### src/sv/slmr_pkg.sv
`timescale 1ns / 1ps
// ----------------------------------------------------------------------------
// slmr_pkg
// shared constants, command and status codes, and interface structs for the
// two-list merge and reverse block
// ----------------------------------------------------------------------------
package slmr_pkg;

    localparam int A_DEPTH_DEF   = 64;
    localparam int B_DEPTH_DEF   = 32;
    localparam int KEY_WIDTH_DEF = 32;

    localparam int ACT_W    = 3;
    localparam int DATA_W   = 32;
    localparam int STATUS_W = 2;

    localparam logic [ACT_W-1:0] ACT_APPEND_A = 3'd0;
    localparam logic [ACT_W-1:0] ACT_APPEND_B = 3'd1;
    localparam logic [ACT_W-1:0] ACT_REVERSE  = 3'd2;
    localparam logic [ACT_W-1:0] ACT_MERGE    = 3'd3;
    localparam logic [ACT_W-1:0] ACT_READ     = 3'd4;

    localparam logic [STATUS_W-1:0] ST_OK    = 2'd0;
    localparam logic [STATUS_W-1:0] ST_FULL  = 2'd1;
    localparam logic [STATUS_W-1:0] ST_EMPTY = 2'd2;

    typedef struct packed {
        logic a_we;
        logic b_we;
    } slmr_wen_t;

    typedef struct packed {
        logic                valid;
        logic                last;
        logic [STATUS_W-1:0] status;
    } slmr_emit_t;

endpackage

### src/sv/slmr_ctrl.sv
`timescale 1ns / 1ps
// ----------------------------------------------------------------------------
// slmr_ctrl
// command sequencer: appends, bank-copy reverse, one-key-per-cycle merge
// through a shared signed compare, and readout of list a
// ----------------------------------------------------------------------------
module slmr_ctrl #(
    parameter int A_DEPTH   = slmr_pkg::A_DEPTH_DEF,
    parameter int B_DEPTH   = slmr_pkg::B_DEPTH_DEF,
    parameter int KEY_WIDTH = slmr_pkg::KEY_WIDTH_DEF,
    localparam int AIW = $clog2(A_DEPTH),
    localparam int BIW = (B_DEPTH > 1) ? $clog2(B_DEPTH) : 1
) (
    input  logic                          clk,
    input  logic                          rst_n,
    input  logic                          in_valid,
    output logic                          in_ready,
    input  logic [slmr_pkg::ACT_W-1:0]    action,
    input  logic [KEY_WIDTH-1:0]          in_key,
    input  logic                          out_free,
    output slmr_pkg::slmr_emit_t          emit,
    output logic [KEY_WIDTH-1:0]          emit_key,
    output slmr_pkg::slmr_wen_t           wen,
    output logic [AIW:0]                  a_waddr,
    output logic [KEY_WIDTH-1:0]          a_wdata,
    output logic [AIW:0]                  a_raddr,
    input  logic [KEY_WIDTH-1:0]          a_rdata,
    output logic [BIW-1:0]                b_waddr,
    output logic [KEY_WIDTH-1:0]          b_wdata,
    output logic [BIW-1:0]                b_raddr,
    input  logic [KEY_WIDTH-1:0]          b_rdata
);

    import slmr_pkg::*;

    localparam int CAW = $clog2(A_DEPTH + 1);
    localparam int BCW = $clog2(B_DEPTH + 1);
    localparam int SW  = ((CAW > BCW) ? CAW : BCW) + 1;

    typedef enum logic [2:0] {
        S_IDLE,
        S_REV,
        S_MERGE,
        S_READ,
        S_RESP
    } state_t;

    state_t              state_reg, state_next;
    logic                bank_reg, bank_next;
    logic [CAW-1:0]      a_count_reg, a_count_next;
    logic [BCW-1:0]      b_count_reg, b_count_next;
    logic [CAW-1:0]      i_reg, i_next;
    logic [BCW-1:0]      j_reg, j_next;
    logic [CAW-1:0]      k_reg, k_next;
    logic [CAW-1:0]      n_reg, n_next;
    logic [STATUS_W-1:0] status_reg, status_next;

    logic [SW-1:0]       sum_n;
    logic                a_less;
    logic                take_a;
    logic [CAW-1:0]      a_ridx;
    logic [BCW-1:0]      b_ridx;
    logic [CAW-1:0]      a_widx;
    logic [CAW-1:0]      rev_src;
    logic [CAW-1:0]      merge_dst;
    logic [CAW-1:0]      a_last_idx;

    assign sum_n      = SW'(a_count_reg) + SW'(b_count_reg);
    assign a_less     = $signed(a_rdata) < $signed(b_rdata);
    assign take_a     = (i_reg < a_count_reg) && ((j_reg >= b_count_reg) || a_less);
    assign rev_src    = a_count_reg - k_reg - CAW'(2);
    assign merge_dst  = n_reg - k_reg - CAW'(1);
    assign a_last_idx = a_count_reg - CAW'(1);

    assign in_ready = (state_reg == S_IDLE);
    assign a_raddr  = {bank_reg, a_ridx[AIW-1:0]};
    assign a_waddr  = {(state_reg == S_IDLE) ? bank_reg : ~bank_reg, a_widx[AIW-1:0]};
    assign b_raddr  = b_ridx[BIW-1:0];
    assign b_waddr  = b_count_reg[BIW-1:0];
    assign b_wdata  = in_key;
    assign emit_key = (state_reg == S_READ) ? a_rdata : '0;

    always_comb
    begin
        state_next   = state_reg;
        bank_next    = bank_reg;
        a_count_next = a_count_reg;
        b_count_next = b_count_reg;
        i_next       = i_reg;
        j_next       = j_reg;
        k_next       = k_reg;
        n_next       = n_reg;
        status_next  = status_reg;
        wen          = '0;
        a_widx       = k_reg;
        a_wdata      = a_rdata;
        a_ridx       = k_reg;
        b_ridx       = j_reg;
        emit         = '0;

        case (state_reg)
            S_IDLE:
            begin
                a_widx  = a_count_reg;
                a_wdata = in_key;
                if (in_valid)
                begin
                    status_next = ST_OK;
                    state_next  = S_RESP;
                    k_next      = '0;
                    case (action)
                        ACT_APPEND_A:
                        begin
                            if (a_count_reg == CAW'(A_DEPTH))
                            begin
                                status_next = ST_FULL;
                            end
                            else
                            begin
                                wen.a_we     = 1'b1;
                                a_count_next = a_count_reg + CAW'(1);
                            end
                        end
                        ACT_APPEND_B:
                        begin
                            if (b_count_reg == BCW'(B_DEPTH))
                            begin
                                status_next = ST_FULL;
                            end
                            else
                            begin
                                wen.b_we     = 1'b1;
                                b_count_next = b_count_reg + BCW'(1);
                            end
                        end
                        ACT_REVERSE:
                        begin
                            a_ridx = a_last_idx;
                            if (a_count_reg > CAW'(1))
                            begin
                                state_next = S_REV;
                            end
                        end
                        ACT_MERGE:
                        begin
                            a_ridx = '0;
                            b_ridx = '0;
                            i_next = '0;
                            j_next = '0;
                            n_next = sum_n[CAW-1:0];
                            if (sum_n > SW'(A_DEPTH))
                            begin
                                status_next = ST_FULL;
                            end
                            else if (sum_n != '0)
                            begin
                                state_next = S_MERGE;
                            end
                        end
                        ACT_READ:
                        begin
                            a_ridx = '0;
                            if (a_count_reg == '0)
                            begin
                                status_next = ST_EMPTY;
                            end
                            else
                            begin
                                state_next = S_READ;
                            end
                        end
                        default:
                        begin
                            status_next = ST_OK;
                        end
                    endcase
                end
            end
            S_REV:
            begin
                wen.a_we = 1'b1;
                a_widx   = k_reg;
                a_wdata  = a_rdata;
                a_ridx   = rev_src;
                if (k_reg == a_last_idx)
                begin
                    bank_next  = ~bank_reg;
                    state_next = S_RESP;
                end
                else
                begin
                    k_next = k_reg + CAW'(1);
                end
            end
            S_MERGE:
            begin
                wen.a_we = 1'b1;
                a_widx   = merge_dst;
                a_wdata  = take_a ? a_rdata : b_rdata;
                if (take_a)
                begin
                    i_next = i_reg + CAW'(1);
                end
                else
                begin
                    j_next = j_reg + BCW'(1);
                end
                a_ridx = i_next;
                b_ridx = j_next;
                k_next = k_reg + CAW'(1);
                if (k_reg == n_reg - CAW'(1))
                begin
                    bank_next    = ~bank_reg;
                    a_count_next = n_reg;
                    b_count_next = '0;
                    state_next   = S_RESP;
                end
            end
            S_READ:
            begin
                a_ridx = k_reg;
                if (out_free)
                begin
                    emit.valid  = 1'b1;
                    emit.status = ST_OK;
                    emit.last   = (k_reg == a_last_idx);
                    if (k_reg == a_last_idx)
                    begin
                        state_next = S_IDLE;
                    end
                    else
                    begin
                        k_next = k_reg + CAW'(1);
                        a_ridx = k_next;
                    end
                end
            end
            S_RESP:
            begin
                if (out_free)
                begin
                    emit.valid  = 1'b1;
                    emit.last   = 1'b1;
                    emit.status = status_reg;
                    state_next  = S_IDLE;
                end
            end
            default:
            begin
                state_next = S_IDLE;
            end
        endcase
    end

    always_ff @(posedge clk or negedge rst_n)
    begin
        if (!rst_n)
        begin
            state_reg   <= S_IDLE;
            bank_reg    <= 1'b0;
            a_count_reg <= '0;
            b_count_reg <= '0;
            i_reg       <= '0;
            j_reg       <= '0;
            k_reg       <= '0;
            n_reg       <= '0;
            status_reg  <= ST_OK;
        end
        else
        begin
            state_reg   <= state_next;
            bank_reg    <= bank_next;
            a_count_reg <= a_count_next;
            b_count_reg <= b_count_next;
            i_reg       <= i_next;
            j_reg       <= j_next;
            k_reg       <= k_next;
            n_reg       <= n_next;
            status_reg  <= status_next;
        end
    end

endmodule

### config.mk
export PLATFORM = sky130hd
export DESIGN_NAME = slmr_ctrl
export DESIGN_NICKNAME = d
export VERILOG_FILES = /design/src/sv/slmr_pkg.sv /design/src/sv/slmr_ctrl.sv
export SDC_FILE = /design/constraint.sdc
export NUM_CORES = 1
export LEC_CHECK = 0
export BUFFER_PORTS_ARGS = -buffer_cell sky130_fd_sc_hd__clkbuf_2
export CAP_MARGIN = 20
export CORE_ASPECT_RATIO = 1.25
export CORE_MARGIN = 10
export CORE_UTILIZATION = 40
export DETAILED_ROUTE_END_ITERATION = 12
export PLACE_DENSITY = 0.66
export SKIP_LAST_GASP = 1
export SLEW_MARGIN = 20
export SYNTH_ARGS = -nofsm -noshare
export SYNTH_HDL_FRONTEND = slang
export SYNTH_SLANG_ARGS = --single-unit
### constraint.sdc
create_clock -name clk -period 6.5 [get_ports clk]
set_input_delay 1.95 -clock clk [delete_from_list [all_inputs] [get_ports clk]]
set_output_delay 1.95 -clock clk [all_outputs]
set_load 0.1 [all_outputs]
## Yosys cells after proc, flatten, opt, wreduce, memory -nomap -nowiden

Index checks and enable logic that the tools add are counted.

- Flip-flop bits (word level): 46

- Bitwise operators: 1
- Multiplexer cells: 60
- Magnitude comparators: 5
- Reduce and logical (&&, ||, !) cells: 20
- Equal/unequal tests: 24
- Add/subtract/negate cells: 12

Operators with widths:

| kind | number |
|---|---|
| 7-bit two-way mux | 10 |
| 32-bit two-way mux | 2 |
| 32-bit case mux with 2 select lines | 1 |
| 6-bit two-way mux | 8 |
| 6-bit case mux with 2 select lines | 4 |
| 32-bit < comparator | 1 |
| 3-bit two-way mux | 10 |
| 7-bit case mux with 2 select lines | 2 |
| 7-bit case mux with 4 select lines | 1 |
| 6-bit case mux with 4 select lines | 1 |
| 7-bit by 1-bit adder with 7-bit output (second input constant) | 3 |
| 2-bit != test (second input constant) | 8 |
| 3-bit case mux with 5 select lines | 1 |
| 7-bit == test | 2 |
| 7-bit by 1-bit subtractor with 7-bit output (second input constant) | 2 |
| 6-bit by 1-bit adder with 6-bit output (second input constant) | 2 |
| 3-bit by 2-bit == test with 1-bit output (second input constant) | 4 |
| 6-bit subtractor | 2 |
| 1-bit two-way mux | 11 |
| 5-bit AND reduction | 2 |
| 3-bit case mux with 3 select lines | 1 |
| 3-bit AND reduction | 3 |
| 7-bit by 6-bit adder with 8-bit output | 1 |
| 8-bit by 7-bit > comparator with 1-bit output (second input constant) | 1 |
| 27 further kinds | 39 |

## Longest topological paths before layout

- Word-level depth: 7
- Gate-level depth with buffers: 13

## Least setup slack after synthesis

OpenSTA, ideal clock, no wires.

- Path type: input -> output
- Start point: in b_rdata[31]
- End point: out a_wdata[11]
- Stages: 12
- Data required time: 4.550 ns
- Arrival: 6.108 ns
- Path buffers: 2
- Setup slack: -1.558 ns
- Cells stage by stage: inv_1 > ha_1 > nand4_1 > nor4_1 > a221oi_1 > and4b_1 > a311oi_2 > clkbuf_1 > clkbuf_1 > and3_1 > a31oi_1 > o21ai_0

- Word-level cells in the longest chain between the ends: 5

RTL lines:

| what | line | text |
|---|---|---|
| start, declared | slmr_ctrl.sv:31 | `input logic [KEY_WIDTH-1:0] b_rdata` |
| 32-bit < comparator | slmr_ctrl.sv:69 | `assign a_less = $signed(a_rdata) < $signed(b_rdata);` |
| 1-bit logical OR | slmr_ctrl.sv:70 | `assign take_a = (i_reg < a_count_reg) && ((j_reg >= b_count_reg) \|\| a_less);` |
| 1-bit logical AND | slmr_ctrl.sv:70 |  |
| 32-bit two-way mux | slmr_ctrl.sv:199 | `a_wdata = take_a ? a_rdata : b_rdata;` |
| 32-bit case mux with 2 select lines | slmr_ctrl.sv:101 | `case (state_reg)` |
| end, declared | slmr_ctrl.sv:25 | `output logic [KEY_WIDTH-1:0] a_wdata,` |

No other way between the ends.

## Final worst setup path

- Start point: in b_rdata[26]
- End point: out a_raddr[2]

- Word-level cells in the longest chain between the ends: 5

RTL lines:

| what | line | text |
|---|---|---|
| 32-bit < comparator | slmr_ctrl.sv:69 |  |
| 1-bit logical OR | slmr_ctrl.sv:70 |  |
| 1-bit logical AND | slmr_ctrl.sv:70 |  |
| 7-bit two-way mux | slmr_ctrl.sv:200 | `if (take_a)` |
| 6-bit case mux with 4 select lines | slmr_ctrl.sv:101 |  |
| end, declared | slmr_ctrl.sv:26 | `output logic [AIW:0] a_raddr,` |

No other way between the ends.

==> reports/qor.csv <==
stage,metric,value,unit
route,routedWlPerCell,22.0,um
cells_and_area,area_delta_synth_final,47.1,%
placed_design,dp_cells,1330,
cells_and_area,final_cell_mix,"clkbuf_2 (170), buf_4 (71), inv_1 (61)",
placed_design,portBuffers,229,
synthesis,synthDistinctLibCells,85,
route,ant_nets,0,
setup_path,rr_worst_depth,10,
timing,fin_skew,4.10,ps
timing,tightestPinTransition,932,ps
synthesis,netlist_instances,915,
timing,finalSetupViolCount,3,
setup_path,rrSetupSlack,3280,ps
timing,period_needed,6600,ps
synthesis,syn_nets,1094,
flow_run,cap_violations,0,
synthesis,netlist_area,6940,um^2
cells_and_area,final_common_cell,clkbuf_2,
setup_path,arrival,4650,ps
route,drt_iter0_markers,618,
die,die_x,138,um
timing,slew-limit-headroom,37.9,%
cts,path_clk_slew,70,ps
power_and_ir_drop,power.density,583,nW/um^2
grt,grt_usage,23.9,%
setup_path,critPathKind,primary input to output pin,
outcome,violations,setup timing,
cells_and_area,fillCellCount,1465,
cts,ctsHoldBuffers,0,
cts,clk_latency,300,ps
placed_design,place_congestion,0.938,
setup_path,r2r-end,state_reg[1]$_DFFE_PN0P_,
power_and_ir_drop,p_leak,4.68,nW
timing,slew_violations,0,
die,start_util,41.0,%
synthesis,ys_seq_area_share,16.6,%
grt,grt_max_degree,47,
cells_and_area,final_util,60.3,%
timing,post-route-worst-setup-slack,-103,ps
synthesis,ys_ff_latch,46,
setup_path,critPathCaptureType,output pin,
cts,root_buffer,clkbuf_16,
cts,numCtsBuffers,5,
cts,clock_sinks,46,
setup_path,worstPathMaxFanout,3,
cts,cts_tree,done,
outcome,status,"complete, but fails checks",
cells_and_area,seqCellArea,1150,um^2
grt,antenna_found_initial,2,
power_and_ir_drop,peakVddDrop,0.365,mV
route,vias,8155,
die,num_io_pins,230,
synthesis,ys.flop_type,dfrtp_1,
hold_path,holdPathEnd,status_reg[1]$_DFFE_PN0P_,
die,die_area,23000,um^2
synthesis,postSynthAreaPerCell,7.58,um^2
synthesis,synth-edff-count,0,
cells_and_area,nets,1302,
synthesis,yosys_warnings,0,
die,rows,53,
placed_design,place_hpwl,23300,um
hold_path,holdCritStartpoint,status_reg[1]$_DFFE_PN0P_,
cells_and_area,multi_input_area,5850,um^2
timing,period_share,102,%
synthesis,async_flop_share,100,%
setup_path,worstSetupStartpointType,primary input,
grt,grt_pass1_vias,7902,
setup_path,worst_ep_required_time,4550,ps
cts,htreeDepth,2,
die,core,16900,um^2
timing,finalHoldViolations,0,
route,drc,0,
route,firstDrtPassIters,5,
hold_path,hold_class,flop to flop,
grt,grt-ovfl-total,0,
cells_and_area,finalNonFillerCells,1346,
placed_design,postPlaceCellArea,9500,um^2
power_and_ir_drop,finalPower,5.95,mW
die,die_h,167,um
route,drt-total-wl,29600,um
cells_and_area,stdcell_area,10200,um^2
cts,cts_buffer_depth,2,
timing,rsz0062_at_grt,true,
cells_and_area,drive_gt1_share,39.9,%
setup_path,r2r_start,a_count_reg[1]$_DFFE_PN0P_,
hold_path,whs_path_depth,2,
grt,grt_first_pass_wirelength,44500,um
route,viasPerCell,6.06,
timing,fmax,151,MHz
cells in the mapped netlist (all sizes together), types with 8 or more instances:
library cell | n | area [um^2]
a21oi | 53 | 269
nor2 | 35 | 134
a31oi | 41 | 257
a21o | 14 | 105
and3 | 38 | 238
a22oi | 37 | 278
xor2 | 12 | 105
nand2 | 58 | 220
ha | 73 | 913
nand4 | 11 | 68.8
mux2 | 10 | 116
xnor2 | 25 | 219
clkbuf | 47 | 176
o211ai | 8 | 60.1
dfrtp | 46 | 1150
nor3 | 22 | 131
inv | 76 | 285
o21ai | 71 | 367
nand3 | 30 | 150
buf | 52 | 378
o21a | 8 | 60.1
and2 | 35 | 219
worst max-delay path: stages:
cell and delay [ps]:
buf_12 90, inv_12 30, ha_4 260, nand4_1 160, nor4_4 360, a221oi_2 110
and4b_1 220, a311oi_4 330, nand2_4 100, or4_4 560, a32oi_4 270, buf_12 210
what timing repair did:
action	CTS	global route
hold endpoints to repair	0	0
setup endpoints to repair	42	43
setup buffers	3	3
resized for setup	17	102
cloned	0	0
pin swaps	11	24
layout make-up:
| cell class | count | share of cell area, % |
|---|---|---|
| Multi-Input combinational cell | 691 | 57.3 |
| Timing Repair Buffer | 300 | 24.0 |
| Sequential cell | 46 | 11.3 |
| Inverter | 79 | 3.16 |
| Tap cell | 220 | 2.70 |
| Clock buffer | 5 | 1.23 |
| Clock inverter | 3 | 0.209 |
| Antenna cell | 2 | 0.0491 |
metal layers:
layer / wire (um) / global-route usage (%)
met3: 2580 / 3.38
met5: 0 / 0
met2: 14400 / 41.7
met1: 11300 / 28.2
met4: 1410 / 10.1
where the power goes:
group          total [mW]  switching (mW)  internal (mW)
clock               0.266           0.123          0.143
combinational        5.11            3.44           1.67
sequential          0.575           0.197          0.378
total                5.95            3.76           2.19
through the flow:
stage	hold WS (ps)	TNS (ps)	setup slack, ps
finish	507	-170	-103
global route	515	-2790	-185
global placement	487	-3160	-170
floorplan	450	-324	-121
CTS	507	-130	-53.8
detailed placement	493	-3910	-189
cell families (layout without fill, tap and decap cells):
logic type               count (synthesis)  count (layout)  synth area share, %
AO/OA/AOI/OAI                          293             293                 28.3
AND/OR/NAND/NOR                        266             266                 20.8
buffers and inverters                  178             387                 12.3
adder cells (fa/ha/maj)                 76              76                 14.0
flip-flops                              46              46                 16.6
XOR/XNOR                                39              39                 5.32
multiplexers                            17              17                 2.69
other                                    0               2                    0
how the worst max path moves through the flow:
stage,startpoint,end,slack (ps),cells after the start
after floorplan,b_rdata[26],a_raddr[1],-120,12
after global placement,b_rdata[26],a_raddr[2],-170,12
after detailed placement,b_rdata[26],a_raddr[2],-190,12
after CTS,b_rdata[15],a_raddr[2],-50,13
after global routing,b_rdata[26],a_raddr[2],-180,12
final,b_rdata[26],a_raddr[2],-100,12
Note: power is estimated with default switching activity, not from simulation.
